`src/ngga_pkg.sv`:
```
// Shared types, character codes and helper functions for the NMEA GGA sentence parser.
// No dependencies; the parser core imports it.
`default_nettype none

package ngga_pkg;

  localparam int unsigned IdxW   = 7;
  localparam int unsigned AccW   = 17;
  localparam int unsigned OutDataW = 128;

  typedef enum logic [2:0] {
    STAT_OK       = 3'd0,
    STAT_HEADER   = 3'd1,
    STAT_FORMAT   = 3'd2,
    STAT_CHECKSUM = 3'd3,
    STAT_LAT      = 3'd4,
    STAT_LON      = 3'd5,
    STAT_QUALITY  = 3'd6,
    STAT_SATS     = 3'd7
  } status_e;

  localparam logic [7:0] ChrDollar  = 8'h24;
  localparam logic [7:0] ChrNewline = 8'h0A;
  localparam logic [7:0] ChrStar    = 8'h2A;
  localparam logic [7:0] ChrComma   = 8'h2C;
  localparam logic [7:0] ChrZero    = 8'h30;
  localparam logic [7:0] ChrNine    = 8'h39;
  localparam logic [2:0] HdrLen     = 3'd6;
  localparam logic [3:0] CommaTotal = 4'd14;
  localparam logic [3:0] SatMax     = 4'd15;

  // Expected header text "$GPGGA", indexed by byte position.
  function automatic logic [7:0] hdr_char(input logic [2:0] pos);
    logic [7:0] ch;
    unique case (pos)
      3'd0:    ch = 8'h24;
      3'd1:    ch = 8'h47;
      3'd2:    ch = 8'h50;
      3'd3:    ch = 8'h47;
      3'd4:    ch = 8'h47;
      3'd5:    ch = 8'h41;
      default: ch = 8'h00;
    endcase
    return ch;
  endfunction

  function automatic logic is_dec(input logic [7:0] c);
    return (c >= ChrZero) && (c <= ChrNine);
  endfunction

  // acc * 10 + digit; narrower accumulators keep the low bits of the result.
  function automatic logic [AccW-1:0] dec_push(input logic [AccW-1:0] acc,
                                               input logic [7:0] c);
    logic [AccW-1:0] d;
    d = AccW'(c - ChrZero);
    return (acc << 3) + (acc << 1) + d;
  endfunction

  // Hex digit to nibble: digits map directly, anything else as (c - 55) mod 16.
  function automatic logic [3:0] hex_nibble(input logic [7:0] c);
    return is_dec(c) ? c[3:0] : c[3:0] + 4'd9;
  endfunction

endpackage

`default_nettype wire

```
`src/nmea_gga_sentence_parser_core.sv`:
```
// NMEA GGA sentence parser: byte stream in, one status transaction per terminated sentence.
// Depends on ngga_pkg for status codes, character codes and digit helpers.
`default_nettype none

// The parser takes one sentence byte per clock cycle on s_axis, with tuser marking the
// first byte of a sentence. Each byte updates the sentence state in the same cycle it is
// accepted, so the rate is one byte per cycle, set only by the single output register:
// s_axis_tready drops only while a finished result sits in that register and m_axis_tready
// is low. The result for a sentence appears on m_axis in the cycle after its newline byte,
// or after byte MAX_LEN-1 when no newline arrives in time. Bytes outside a sentence are
// accepted and dropped.
module nmea_gga_sentence_parser_core
  import ngga_pkg::*;
#(
  parameter int unsigned MAX_LEN = 100
) (
  input  wire logic                clk_i,
  input  wire logic                rst_ni,
  input  wire logic                s_axis_tvalid,
  output logic                     s_axis_tready,
  input  wire logic [7:0]          s_axis_tdata,   // [7:0] char_byte
  input  wire logic [0:0]          s_axis_tuser,   // [0] first
  output logic                     m_axis_tvalid,
  input  wire logic                m_axis_tready,
  // [6:0] lat_degrees, [13:7] lat_minutes, [30:14] lat_fraction, [38:31] lat_hemisphere,
  // [48:39] lon_degrees, [55:49] lon_minutes, [72:56] lon_fraction, [80:73] lon_hemisphere,
  // [96:81] fix_quality, [112:97] satellites, [120:113] received_checksum, rest zero
  output logic [OutDataW-1:0]      m_axis_tdata,
  output logic [2:0]               m_axis_tuser    // [2:0] status
);

  localparam logic [IdxW-1:0] LastIdx = IdxW'(MAX_LEN - 1);

  logic [IdxW-1:0] idx_q, idx_d;
  logic            active_q, active_d;
  logic            hdr_ok_q, hdr_ok_d;
  logic [3:0]      commas_q, commas_d;
  logic            star_q, star_d;
  logic [IdxW-1:0] star_idx_q, star_idx_d;
  logic [7:0]      xor_q, xor_d;
  logic [7:0]      cksum_q, cksum_d;
  logic [3:0]      lat_off_q, lat_off_d;
  logic [3:0]      lon_off_q, lon_off_d;
  logic [6:0]      lat_deg_q, lat_deg_d;
  logic [6:0]      lat_min_q, lat_min_d;
  logic [16:0]     lat_frac_q, lat_frac_d;
  logic [7:0]      lat_hemi_q, lat_hemi_d;
  logic [9:0]      lon_deg_q, lon_deg_d;
  logic [6:0]      lon_min_q, lon_min_d;
  logic [16:0]     lon_frac_q, lon_frac_d;
  logic [7:0]      lon_hemi_q, lon_hemi_d;
  logic [15:0]     qual_q, qual_d;
  logic [15:0]     sats_q, sats_d;
  logic [3:0]      faults_q, faults_d;
  logic            prev_comma_q, prev_comma_d;

  logic                res_valid;
  status_e             res_status;
  logic [OutDataW-1:0] res_data;
  logic                in_accept;

  logic                m_valid_q;
  logic [OutDataW-1:0] m_data_q;
  status_e             m_status_q;

  assign in_accept     = s_axis_tvalid && s_axis_tready;
  assign s_axis_tready = !m_valid_q || m_axis_tready;

  always_comb begin
    logic [7:0]      c;
    logic [IdxW-1:0] bi;
    logic [IdxW:0]   star_end;
    logic            hdr;
    status_e         st;
    c          = s_axis_tdata;
    bi         = idx_q + IdxW'(1);
    star_end   = {1'b0, star_idx_q} + (IdxW+1)'(4);
    hdr        = hdr_ok_q;
    st         = STAT_OK;

    idx_d        = idx_q;
    active_d     = active_q;
    hdr_ok_d     = hdr_ok_q;
    commas_d     = commas_q;
    star_d       = star_q;
    star_idx_d   = star_idx_q;
    xor_d        = xor_q;
    cksum_d      = cksum_q;
    lat_off_d    = lat_off_q;
    lon_off_d    = lon_off_q;
    lat_deg_d    = lat_deg_q;
    lat_min_d    = lat_min_q;
    lat_frac_d   = lat_frac_q;
    lat_hemi_d   = lat_hemi_q;
    lon_deg_d    = lon_deg_q;
    lon_min_d    = lon_min_q;
    lon_frac_d   = lon_frac_q;
    lon_hemi_d   = lon_hemi_q;
    qual_d       = qual_q;
    sats_d       = sats_q;
    faults_d     = faults_q;
    prev_comma_d = prev_comma_q;
    res_valid    = 1'b0;

    if (in_accept) begin
      if (s_axis_tuser[0]) begin
        // Byte 0 of a new sentence: only the header check applies to it.
        idx_d        = '0;
        active_d     = 1'b1;
        hdr_ok_d     = (c == ChrDollar);
        commas_d     = '0;
        star_d       = 1'b0;
        star_idx_d   = '0;
        xor_d        = '0;
        cksum_d      = '0;
        lat_off_d    = '0;
        lon_off_d    = '0;
        lat_deg_d    = '0;
        lat_min_d    = '0;
        lat_frac_d   = '0;
        lat_hemi_d   = '0;
        lon_deg_d    = '0;
        lon_min_d    = '0;
        lon_frac_d   = '0;
        lon_hemi_d   = '0;
        qual_d       = '0;
        sats_d       = '0;
        faults_d     = '0;
        prev_comma_d = 1'b0;
      end else if (active_q) begin
        idx_d = bi;
        if ((bi < IdxW'(HdrLen)) && (c != hdr_char(bi[2:0]))) begin
          hdr = 1'b0;
        end
        hdr_ok_d = hdr;

        if (c == ChrNewline) begin
          if (!hdr) begin
            st = STAT_HEADER;
          end else if (!star_q || (commas_q != CommaTotal) || ({1'b0, bi} != star_end)) begin
            st = STAT_FORMAT;
          end else if (xor_q != cksum_q) begin
            st = STAT_CHECKSUM;
          end else if (faults_q[0]) begin
            st = STAT_LAT;
          end else if (faults_q[1]) begin
            st = STAT_LON;
          end else if (faults_q[2]) begin
            st = STAT_QUALITY;
          end else if (faults_q[3]) begin
            st = STAT_SATS;
          end else begin
            st = STAT_OK;
          end
          res_valid = 1'b1;
          active_d  = 1'b0;
        end else begin
          if (!star_q) begin
            if (c == ChrStar) begin
              star_d     = 1'b1;
              star_idx_d = bi;
            end else begin
              xor_d = xor_q ^ c;
            end
          end else if ((bi == star_idx_q + IdxW'(1)) || (bi == star_idx_q + IdxW'(2))) begin
            cksum_d = {cksum_q[3:0], hex_nibble(c)};
          end

          // Latitude digits sit at fixed offsets after the second comma.
          if (commas_q >= 4'd2) begin
            lat_off_d = (lat_off_q != SatMax) ? lat_off_q + 4'd1 : SatMax;
            if ((lat_off_d != 4'd5) && (lat_off_d <= 4'd10)) begin
              if (!is_dec(c)) begin
                faults_d[0] = 1'b1;
              end else if (lat_off_d <= 4'd2) begin
                lat_deg_d = 7'(dec_push(AccW'(lat_deg_q), c));
              end else if (lat_off_d <= 4'd4) begin
                lat_min_d = 7'(dec_push(AccW'(lat_min_q), c));
              end else begin
                lat_frac_d = dec_push(lat_frac_q, c);
              end
            end
          end

          // Longitude digits sit at fixed offsets after the fourth comma.
          if (commas_q >= 4'd4) begin
            lon_off_d = (lon_off_q != SatMax) ? lon_off_q + 4'd1 : SatMax;
            if ((lon_off_d != 4'd6) && (lon_off_d <= 4'd11)) begin
              if (!is_dec(c)) begin
                faults_d[1] = 1'b1;
              end else if (lon_off_d <= 4'd3) begin
                lon_deg_d = 10'(dec_push(AccW'(lon_deg_q), c));
              end else if (lon_off_d <= 4'd5) begin
                lon_min_d = 7'(dec_push(AccW'(lon_min_q), c));
              end else begin
                lon_frac_d = dec_push(lon_frac_q, c);
              end
            end
          end

          if (prev_comma_q && (commas_q == 4'd3)) begin
            lat_hemi_d = c;
          end
          if (prev_comma_q && (commas_q == 4'd5)) begin
            lon_hemi_d = c;
          end

          if (c != ChrComma) begin
            if (commas_q == 4'd6) begin
              if (is_dec(c)) begin
                qual_d = 16'(dec_push(AccW'(qual_q), c));
              end else begin
                faults_d[2] = 1'b1;
              end
            end else if (commas_q == 4'd7) begin
              if (is_dec(c)) begin
                sats_d = 16'(dec_push(AccW'(sats_q), c));
              end else begin
                faults_d[3] = 1'b1;
              end
            end
          end

          if (c == ChrComma) begin
            commas_d     = (commas_q != SatMax) ? commas_q + 4'd1 : SatMax;
            prev_comma_d = 1'b1;
          end else begin
            prev_comma_d = 1'b0;
          end

          // Sentence ran out of room without a newline.
          if (bi >= LastIdx) begin
            st        = hdr ? STAT_FORMAT : STAT_HEADER;
            res_valid = 1'b1;
            active_d  = 1'b0;
          end
        end
      end
    end
    res_status = st;
  end

  // Fields that a failing status does not vouch for read as zero.
  always_comb begin
    logic ck_en, lat_en, lon_en, q_en, s_en;
    ck_en  = (res_status == STAT_OK) || (res_status >= STAT_CHECKSUM);
    lat_en = (res_status == STAT_OK) || (res_status >= STAT_LON);
    lon_en = (res_status == STAT_OK) || (res_status >= STAT_QUALITY);
    q_en   = (res_status == STAT_OK) || (res_status == STAT_SATS);
    s_en   = (res_status == STAT_OK);
    res_data          = '0;
    res_data[6:0]     = lat_en ? lat_deg_q  : '0;
    res_data[13:7]    = lat_en ? lat_min_q  : '0;
    res_data[30:14]   = lat_en ? lat_frac_q : '0;
    res_data[38:31]   = lat_en ? lat_hemi_q : '0;
    res_data[48:39]   = lon_en ? lon_deg_q  : '0;
    res_data[55:49]   = lon_en ? lon_min_q  : '0;
    res_data[72:56]   = lon_en ? lon_frac_q : '0;
    res_data[80:73]   = lon_en ? lon_hemi_q : '0;
    res_data[96:81]   = q_en   ? qual_q     : '0;
    res_data[112:97]  = s_en   ? sats_q     : '0;
    res_data[120:113] = ck_en  ? cksum_q    : '0;
  end

  always_ff @(posedge clk_i or negedge rst_ni) begin
    if (!rst_ni) begin
      idx_q        <= '0;
      active_q     <= 1'b0;
      hdr_ok_q     <= 1'b1;
      commas_q     <= '0;
      star_q       <= 1'b0;
      star_idx_q   <= '0;
      xor_q        <= '0;
      cksum_q      <= '0;
      lat_off_q    <= '0;
      lon_off_q    <= '0;
      lat_deg_q    <= '0;
      lat_min_q    <= '0;
      lat_frac_q   <= '0;
      lat_hemi_q   <= '0;
      lon_deg_q    <= '0;
      lon_min_q    <= '0;
      lon_frac_q   <= '0;
      lon_hemi_q   <= '0;
      qual_q       <= '0;
      sats_q       <= '0;
      faults_q     <= '0;
      prev_comma_q <= 1'b0;
    end else begin
      idx_q        <= idx_d;
      active_q     <= active_d;
      hdr_ok_q     <= hdr_ok_d;
      commas_q     <= commas_d;
      star_q       <= star_d;
      star_idx_q   <= star_idx_d;
      xor_q        <= xor_d;
      cksum_q      <= cksum_d;
      lat_off_q    <= lat_off_d;
      lon_off_q    <= lon_off_d;
      lat_deg_q    <= lat_deg_d;
      lat_min_q    <= lat_min_d;
      lat_frac_q   <= lat_frac_d;
      lat_hemi_q   <= lat_hemi_d;
      lon_deg_q    <= lon_deg_d;
      lon_min_q    <= lon_min_d;
      lon_frac_q   <= lon_frac_d;
      lon_hemi_q   <= lon_hemi_d;
      qual_q       <= qual_d;
      sats_q       <= sats_d;
      faults_q     <= faults_d;
      prev_comma_q <= prev_comma_d;
    end
  end

  // Output register: loads a new result whenever the previous one is gone or leaving.
  always_ff @(posedge clk_i or negedge rst_ni) begin
    if (!rst_ni) begin
      m_valid_q <= 1'b0;
    end else if (res_valid) begin
      m_valid_q <= 1'b1;
    end else if (m_axis_tready) begin
      m_valid_q <= 1'b0;
    end
  end

  always_ff @(posedge clk_i) begin
    if (res_valid) begin
      m_data_q   <= res_data;
      m_status_q <= res_status;
    end
  end

  assign m_axis_tvalid = m_valid_q;
  assign m_axis_tdata  = m_data_q;
  assign m_axis_tuser  = m_status_q;

endmodule

`default_nettype wire

```
`config.mk`:
```
export PLATFORM = sky130hd
export DESIGN_NAME = nmea_gga_sentence_parser_core
export DESIGN_NICKNAME = d
export VERILOG_FILES = /design/src/ngga_pkg.sv /design/src/nmea_gga_sentence_parser_core.sv
export SDC_FILE = /design/constraint.sdc
export NUM_CORES = 1
export LEC_CHECK = 0
export BUFFER_PORTS_ARGS = -buffer_cell sky130_fd_sc_hd__buf_2
export CAP_MARGIN = 20
export CORE_ASPECT_RATIO = 1.2
export CORE_MARGIN = 2
export CORE_UTILIZATION = 40
export CTS_CLUSTER_DIAMETER = 150
export DETAILED_ROUTE_END_ITERATION = 8
export PLACE_DENSITY = 0.65
export SLEW_MARGIN = 25
export SYNTH_ARGS = -nofsm -noshare
export SYNTH_HDL_FRONTEND = slang
export SYNTH_SLANG_ARGS = --single-unit
export TNS_END_PERCENT = 100
```
`constraint.sdc`:
```
create_clock -name clk_i -period 4.9 [get_ports clk_i]
set_clock_uncertainty 0.1 [all_clocks]
set_input_delay 0.98 -clock clk_i [delete_from_list [all_inputs] [get_ports clk_i]]
set_output_delay 0.98 -clock clk_i [all_outputs]
set_load 0.005 [all_outputs]
```
==> impl_metrics.yaml, run 1 <==
status:
  outcome: "completed"
placement:
  port_buffers: 138
  placed_cell_area_sq_um: 21040
  pre_cts_ws_ns: 0.4229
  dpl.cell_count: 2612
  place_hpwl_um: 37370
  gp_congestion: 0.9155
layout:
  regArea_sq_um: 7829
  n_fill_cell: 4440
  final_area_sq_um: 22030
  multi_input_area_sq_um: 10730
  stdcell_count: 2671
  final_nets: 2213
  syn_to_final_growth_pct: 12.85
  drive_above_1_share_pct: 15.34
logic_synthesis:
  ys_seq_area_share_pct: 40.10
  syn_avg_cell_area_sq_um: 10.34
  synth_edf_count: 124
  yosysUniqueCellTypes: 92
  async_reset_ff_share_pct: 56.94
  synthSimpleGateAreaFrac_pct: 12.09
  synth-xor-area-share_pct: 5.845
  synth-seq-cells: 288
  synth_area_sq_um: 19520
  synth-compound-area-share_pct: 18.12
  synthAdderAreaFrac_pct: 14.66
  netlist_instances: 1889
  ys_warn_count: 0
  synth_mux_area_share_pct: 3.807
  synth_top_family_by_area: "compound AO/OA/AOI/OAI gates"
  synthFlopType: "dfrtp_1"
timing:
  fin_ws_ns: 0.6395
  hold_slack_ns: 0.3295
  hold_violations: 0
  slew-limit-headroom_pct: 38.94
  fin_crit_ns: 4.261
  setup_viol_count_final: 0
  fmax_ghz: 0.2347
  rsz0062_at_grt: "no"
  worst_pin_slew_ns: 0.9098
  period_share_pct: 86.95
  slew_violations: 0
worst_setup_path:
  cpPeakStageDelay_ns: 0.73
  worstPathMaxFanout: 18
  criticalPathCategory: "flop to flop"
  crit_slowest_cell: "dfrtp_1"
  cp-end-kind: "flop"
  r2r_start: "idx_q[0]"
  cp.arrival_ns: 4.58
  start_kind: "flop"
  crit_chain: "ha_1 -> xnor2_2 -> a221oi_2 -> xnor2_1 -> nor4_2 -> a41o_2 -> o211a_4 -> buf_4 -> mux2i_1"
  cp_num_buf_inv: 1
  timing.rr.end: "m_axis_tdata[33]"
  crit_family: "compound AO/OA/AOI/OAI gates"
  r2r_slack_ns: 0.64
  required_ns: 5.22
  reg2regPathDepth: 9
routing:
  drt_iter0_markers: 907
  vias_per_cell: 5.618
  drc: 0
  vias: 15010
  wl_per_cell_um: 19.21
  antenna_left: 0
  drt-total-wl_um: 51300
  firstDrtPassIters: 5
clock_network:
  cts_max_level: 1
  cts_root_buffer: "clkbuf_16"
  cts_buffer_depth: 3
  cts_hold_buf: 0
  cts-buffers-inserted: 31
  postCtsSetupRepairBufs: 0
  cts_resized: 0
  clk_latency_ns: 0.59
  cts_sinks: 288
  cts_tree: "yes"
  clk_pin_slew_ns: 0.06
global_route:
  grt_usage_pct: 20.36
  grt_start_max_net_pins: 125
  grt_antenna_before_repair: 3
  grt_pass1_vias: 15210
  grt_pass1_wl_um: 81540
  grt_overflow_total: 0
floorplan:
  die-area_sq_um: 50600
  die_h_um: 246.0
  rows: 88
  io_pins: 146
  start_util_pct: 40.58
  die_w_um: 205.7
  core_area_sq_um: 48120
power_and_ir_drop:
  total_power_mw: 8.599
  ir_worst_vdd_mv: 0.2935
  leakagePower_nw: 9.559
  power_density_nw_per_um2: 390.3
min_path:
  min-delay-path-class: "input port to async pin"
run:
  maxCapViolCount: 0
## per-stage QoR
stage                     utilization (%)   TNS, ns
after CTS                           45.78         0
after global placement              43.73         0
after floorplan                         -  -0.01672
final                               45.79         0
after global routing                45.79         0
after detailed placement            43.73         0
## cell usage after synthesis, types with 37 or more instances
cell type	instances	share of area, %
fa_1	73	7.5
o2bb2ai_1	41	1.8
xor2_1	37	1.7
nor2_1	86	1.7
mux2i_1	54	2.8
ha_1	112	7.2
a21oi_1	82	2.1
edfxtp_1	124	19
xnor2_1	78	3.5
inv_1	126	2.4
nor3_1	37	0.95
nand2_1	140	2.7
dfrtp_1	163	21
nand3_1	64	1.6
a22o_1	49	2.2
clkbuf_1	59	1.1
o21ai_0	140	3.6
## cells by family (layout without fill, tap and decap cells)
family,Yosys count,after routing
compound gates,521,521
xor+xnor,121,121
fa+ha+maj,185,185
buf+inv,235,380
flops,288,288
mux,72,72
other cells,1,8
simple gates,466,466
## final cells by class
type	instances	area share, %
multi-input cells	1372	48.70
flip-flops and latches	288	35.53
repair buffers	196	5.537
clock buffers	37	3.714
well taps	630	3.578
inverters	126	2.164
clock inverters	21	0.7610
diodes	1	0.01136
## how the worst max path moves through the flow
| stage | startpoint | to | slack, ns | depth (start not counted) |
|---|---|---|---|---|
| after floorplan | s_axis_tdata[4] | lat_frac_q[16] | -0.02 | 10 |
| after global placement | s_axis_tdata[4] | lat_frac_q[16] | 0.51 | 11 |
| after detailed placement | s_axis_tdata[4] | qual_q[15] | 0.42 | 12 |
| after CTS | idx_q[0] | m_axis_tdata[33] | 0.65 | 9 |
| after global routing | idx_q[0] | m_axis_tdata[33] | 0.35 | 9 |
| final | idx_q[0] | m_axis_tdata[33] | 0.64 | 9 |
## routing by layer
| layer | vias up | track usage [%] | routed length, um |
|---|---|---|---|
| met1 | 7366 | 25.55 | 21420 |
| met4 | 2 | 8.887 | 2095 |
| met5 | - | 0 | 7 |
| li1 | 7092 | - | - |
| met3 | 115 | 2.937 | 2564 |
| met2 | 431 | 34.77 | 25210 |
## where the power goes
group / total (mW) / switching [mW] / leakage, nW / internal (mW)
clock network: 2.29 / 0.999 / 0.482 / 1.29
logic: 3.07 / 1.74 / 5.75 / 1.33
registers: 3.24 / 0.425 / 3.33 / 2.81
## state kept, by name, summed over array words and instances, names as in the netlist, 3 cells and up
name,count
m_axis_tdata,121
lat_frac_q,17
lon_frac_q,17
qual_q,16
sats_q,16
lon_deg_q,10
cksum_q,8
lat_hemi_q,8
lon_hemi_q,8
xor_q,8
idx_q,7
lat_deg_q,7
lat_min_q,7
lon_min_q,7
star_idx_q,7
commas_q,4
faults_q,4
lat_off_q,4
lon_off_q,4
m_axis_tuser,3
## cell usage in the layout, fill, tap and decap left out, types with 10 or more instances in the layout
| cell type | synthesis | final |
|---|---|---|
| nor2_1 | 86 | 85 |
| mux2_2 | 18 | 18 |
| buf_2 | 26 | 137 |
| edfxtp_1 | 124 | 124 |
| mux2i_1 | 54 | 54 |
| a21oi_1 | 82 | 81 |
| or3_1 | 10 | 10 |
| a21boi_0 | 10 | 10 |
| a21o_1 | 15 | 15 |
| o31ai_1 | 29 | 29 |
| a22o_1 | 49 | 49 |
| o21ai_1 | 18 | 20 |
| nand3_1 | 64 | 64 |
| a31oi_1 | 22 | 22 |
| dfrtp_1 | 163 | 163 |
| and2_1 | 13 | 13 |
| inv_1 | 126 | 125 |
| o2bb2ai_1 | 41 | 41 |
| o211ai_1 | 12 | 12 |
| nand2_1 | 140 | 140 |
| xor2_1 | 37 | 37 |
| buf_4 | 12 | 51 |
| fa_1 | 73 | 73 |
| nor3_1 | 37 | 37 |
| clkbuf_16 | 0 | 31 |
| nand4_1 | 10 | 10 |
| o21ai_0 | 140 | 137 |
| and3_1 | 27 | 27 |
| xnor2_1 | 78 | 78 |
| nor2b_1 | 25 | 25 |
| ha_1 | 112 | 111 |
Note: power is estimated with default switching activity, not from simulation.
==> run 2, diff against run 1 <==
- CELL_PAD_IN_SITES_DETAIL_PLACEMENT: not set -> 1
- CELL_PAD_IN_SITES_GLOBAL_PLACEMENT: not set -> 1
- CTS_CLUSTER_SIZE: not set -> 40
- PLACE_DENSITY: 0.65 -> 0.77
==> run 2 against run 1 <==
  * Critical path depth stayed put
  * Combinational power grew 4%
  * Sequential power hardly changed
  * Global-route usage up 2.4 points
  * Sequential share of layout area rose by 1.1 points
  * Final cell count is 1.5% lower
  * Power down 11%
  * Fmax down 4.0%
  * Non-clock buffer count up 1
  * Highest routed layer unchanged
==> impl_metrics.yaml, run 2 (synthesis gave the netlist of run 1 again) <==
timing:
  fmax_ghz: 0.2254
  slew-limit-headroom_pct: 39.93
  rsz0062_at_grt: "no"
  setup_viol_count_final: 0
  fin_crit_ns: 4.437
  hold_violations: 0
  slew_violations: 0
  period_share_pct: 90.56
  worst_pin_slew_ns: 0.8950
layout:
  final_nets: 2194
  final_area_sq_um: 21380
  n_fill_cell: 5361
  syn_to_final_growth_pct: 9.504
  mostFrequentLayoutCell: "dfrtp_1"
  stdcell_count: 2630
  final_cell_mix: "163 x dfrtp_1, 140 x nand2_1, 137 x o21ai_0, 137 x buf_2, 125 x inv_1"
  final_util_pct: 44.43
  drive_above_1_share_pct: 13.90
  insertedDiodeCount: 0
  largest_register_ffs: 121
placement:
  port_buffers: 138
  placed_cell_area_sq_um: 21050
  place_hpwl_um: 42130
  dpl.cell_count: 2613
  gp_congestion: 0.8569
global_route:
  grt_pass1_wl_um: 90890
  grt_pass1_vias: 16260
  grt_start_max_net_pins: 125
  grt_usage_pct: 22.72
  grt_overflow_total: 0
  grt_antenna_before_repair: 3
floorplan:
  io_pins: 146
  die_w_um: 205.7
  start_util_pct: 40.58
  core_area_sq_um: 48120
  die-area_sq_um: 50600
  die_h_um: 246.0
  rows: 88
worst_setup_path:
  required_ns: 5.03
  cp.arrival_ns: 4.57
  crit_path_frequent_cell: "buf_4"
  cp-end-kind: "flop"
  criticalPathCategory: "flop to flop"
  reg2regPathDepth: 9
  timing.rr.end: "m_axis_tuser[0]"
  worstPathMaxFanout: 33
  crit_slowest_cell: "dfrtp_1"
  cpPeakStageDelay_ns: 0.67
  start_kind: "flop"
  r2r_slack_ns: 0.46
  crit_chain: "ha_1 -> xnor2_2 -> a221oi_2 -> xnor2_1 -> nor4_2 -> a41o_2 -> buf_4 -> buf_4 -> o21ai_0"
  r2r_start: "idx_q[1]"
clock_network:
  postCtsSetupRepairBufs: 0
  clk_pin_slew_ns: 0.16
  cts_root_buffer: "clkbuf_16"
  cts_max_level: 1
  cts_sinks: 288
  cts-buffers-inserted: 11
  clk_latency_ns: 0.54
  cts_hold_buf: 0
  cts_tree: "yes"
  cts_resized: 0
  cts_buffer_depth: 3
power_and_ir_drop:
  leakagePower_nw: 9.241
  total_power_mw: 7.670
  ir_worst_vdd_mv: 0.2283
  power_density_nw_per_um2: 358.8
routing:
  vias: 15280
  drt_iter0_markers: 852
  wl_per_cell_um: 21.67
  drc: 0
  vias_per_cell: 5.809
  firstDrtPassIters: 5
  drt-total-wl_um: 56990
  antenna_left: 0
status:
  outcome: "completed"
min_path:
  min-delay-path-class: "input port to async pin"
run:
  maxCapViolCount: 0
run 2: cell types whose count changed in the layout (fill, tap and decap cells not counted), sizes merged:
cell and change:
bufinv -2, clkbuf -21, clkinv -14, clkinvlp -2, diode -1, inv -1
run 2: layout make-up:
type / count / area [sq um] / area share (%)
clock buffers: 15 / 290.3 / 1.358
clock inverters: 2 / 35.03 / 0.1639
inverters: 126 / 476.7 / 2.230
multi-input cells: 1372 / 10730 / 50.19
flip-flops and latches: 288 / 7829 / 36.62
well taps: 630 / 788.3 / 3.687
repair buffers: 197 / 1230 / 5.753
run 2: report_power, final:
| group | switching (mW) | leakage [nW] | internal [mW] |
|---|---|---|---|
| clock network | 0.804 | 0.152 | 0.437 |
| registers | 0.422 | 3.33 | 2.81 |
| logic | 1.86 | 5.76 | 1.34 |
| total | 3.09 | 9.24 | 4.58 |
run 2: per-stage QoR:
step	hold WS, ns	setup TNS (ns)	worst slack (ns)
3_3_place_gp	0.3619	0	0.3576
2_1_floorplan	0.3432	-0.01672	-0.01672
6_report	0.4158	0	0.4627
5_1_grt	0.4594	0	0.2585
4_1_cts	0.4124	0	0.4969
3_5_place_dp	0.3892	0	0.1648
run 2: routing by layer:
| layer | vias to the layer above | global-route usage (%) | part of all wire (%) |
|---|---|---|---|
| li1 | 7018 | - | - |
| met3 | 101 | 2.354 | 3.4 |
| met5 | - | 0 | 0.070 |
| met4 | 6 | 7.004 | 2.8 |
| met2 | 312 | 40.59 | 52 |
| met1 | 7840 | 28.75 | 42 |
run 2: critical path, delay by kind of cell, from the launching register on:
family / cells / cell delay [ns]
buf+inv: 2 / 0.73
simple gates: 1 / 0.32
xor+xnor: 2 / 0.40
fa+ha+maj: 1 / 0.64
flops: 1 / 0.67
compound gates: 3 / 1.25
run 2: worst max-delay path by stage:
stage                          startpoint               end  slack, ns  depth (start not counted)
after detailed placement  s_axis_tdata[4]        qual_q[15]       0.16                         12
after global placement    s_axis_tdata[4]        qual_q[15]       0.36                         12
after floorplan           s_axis_tdata[4]    lat_frac_q[16]      -0.02                         10
after global routing             idx_q[1]  m_axis_tdata[27]       0.26                         10
after CTS                        idx_q[1]   m_axis_tuser[0]       0.50                          9
final                            idx_q[1]   m_axis_tuser[0]       0.46                          9
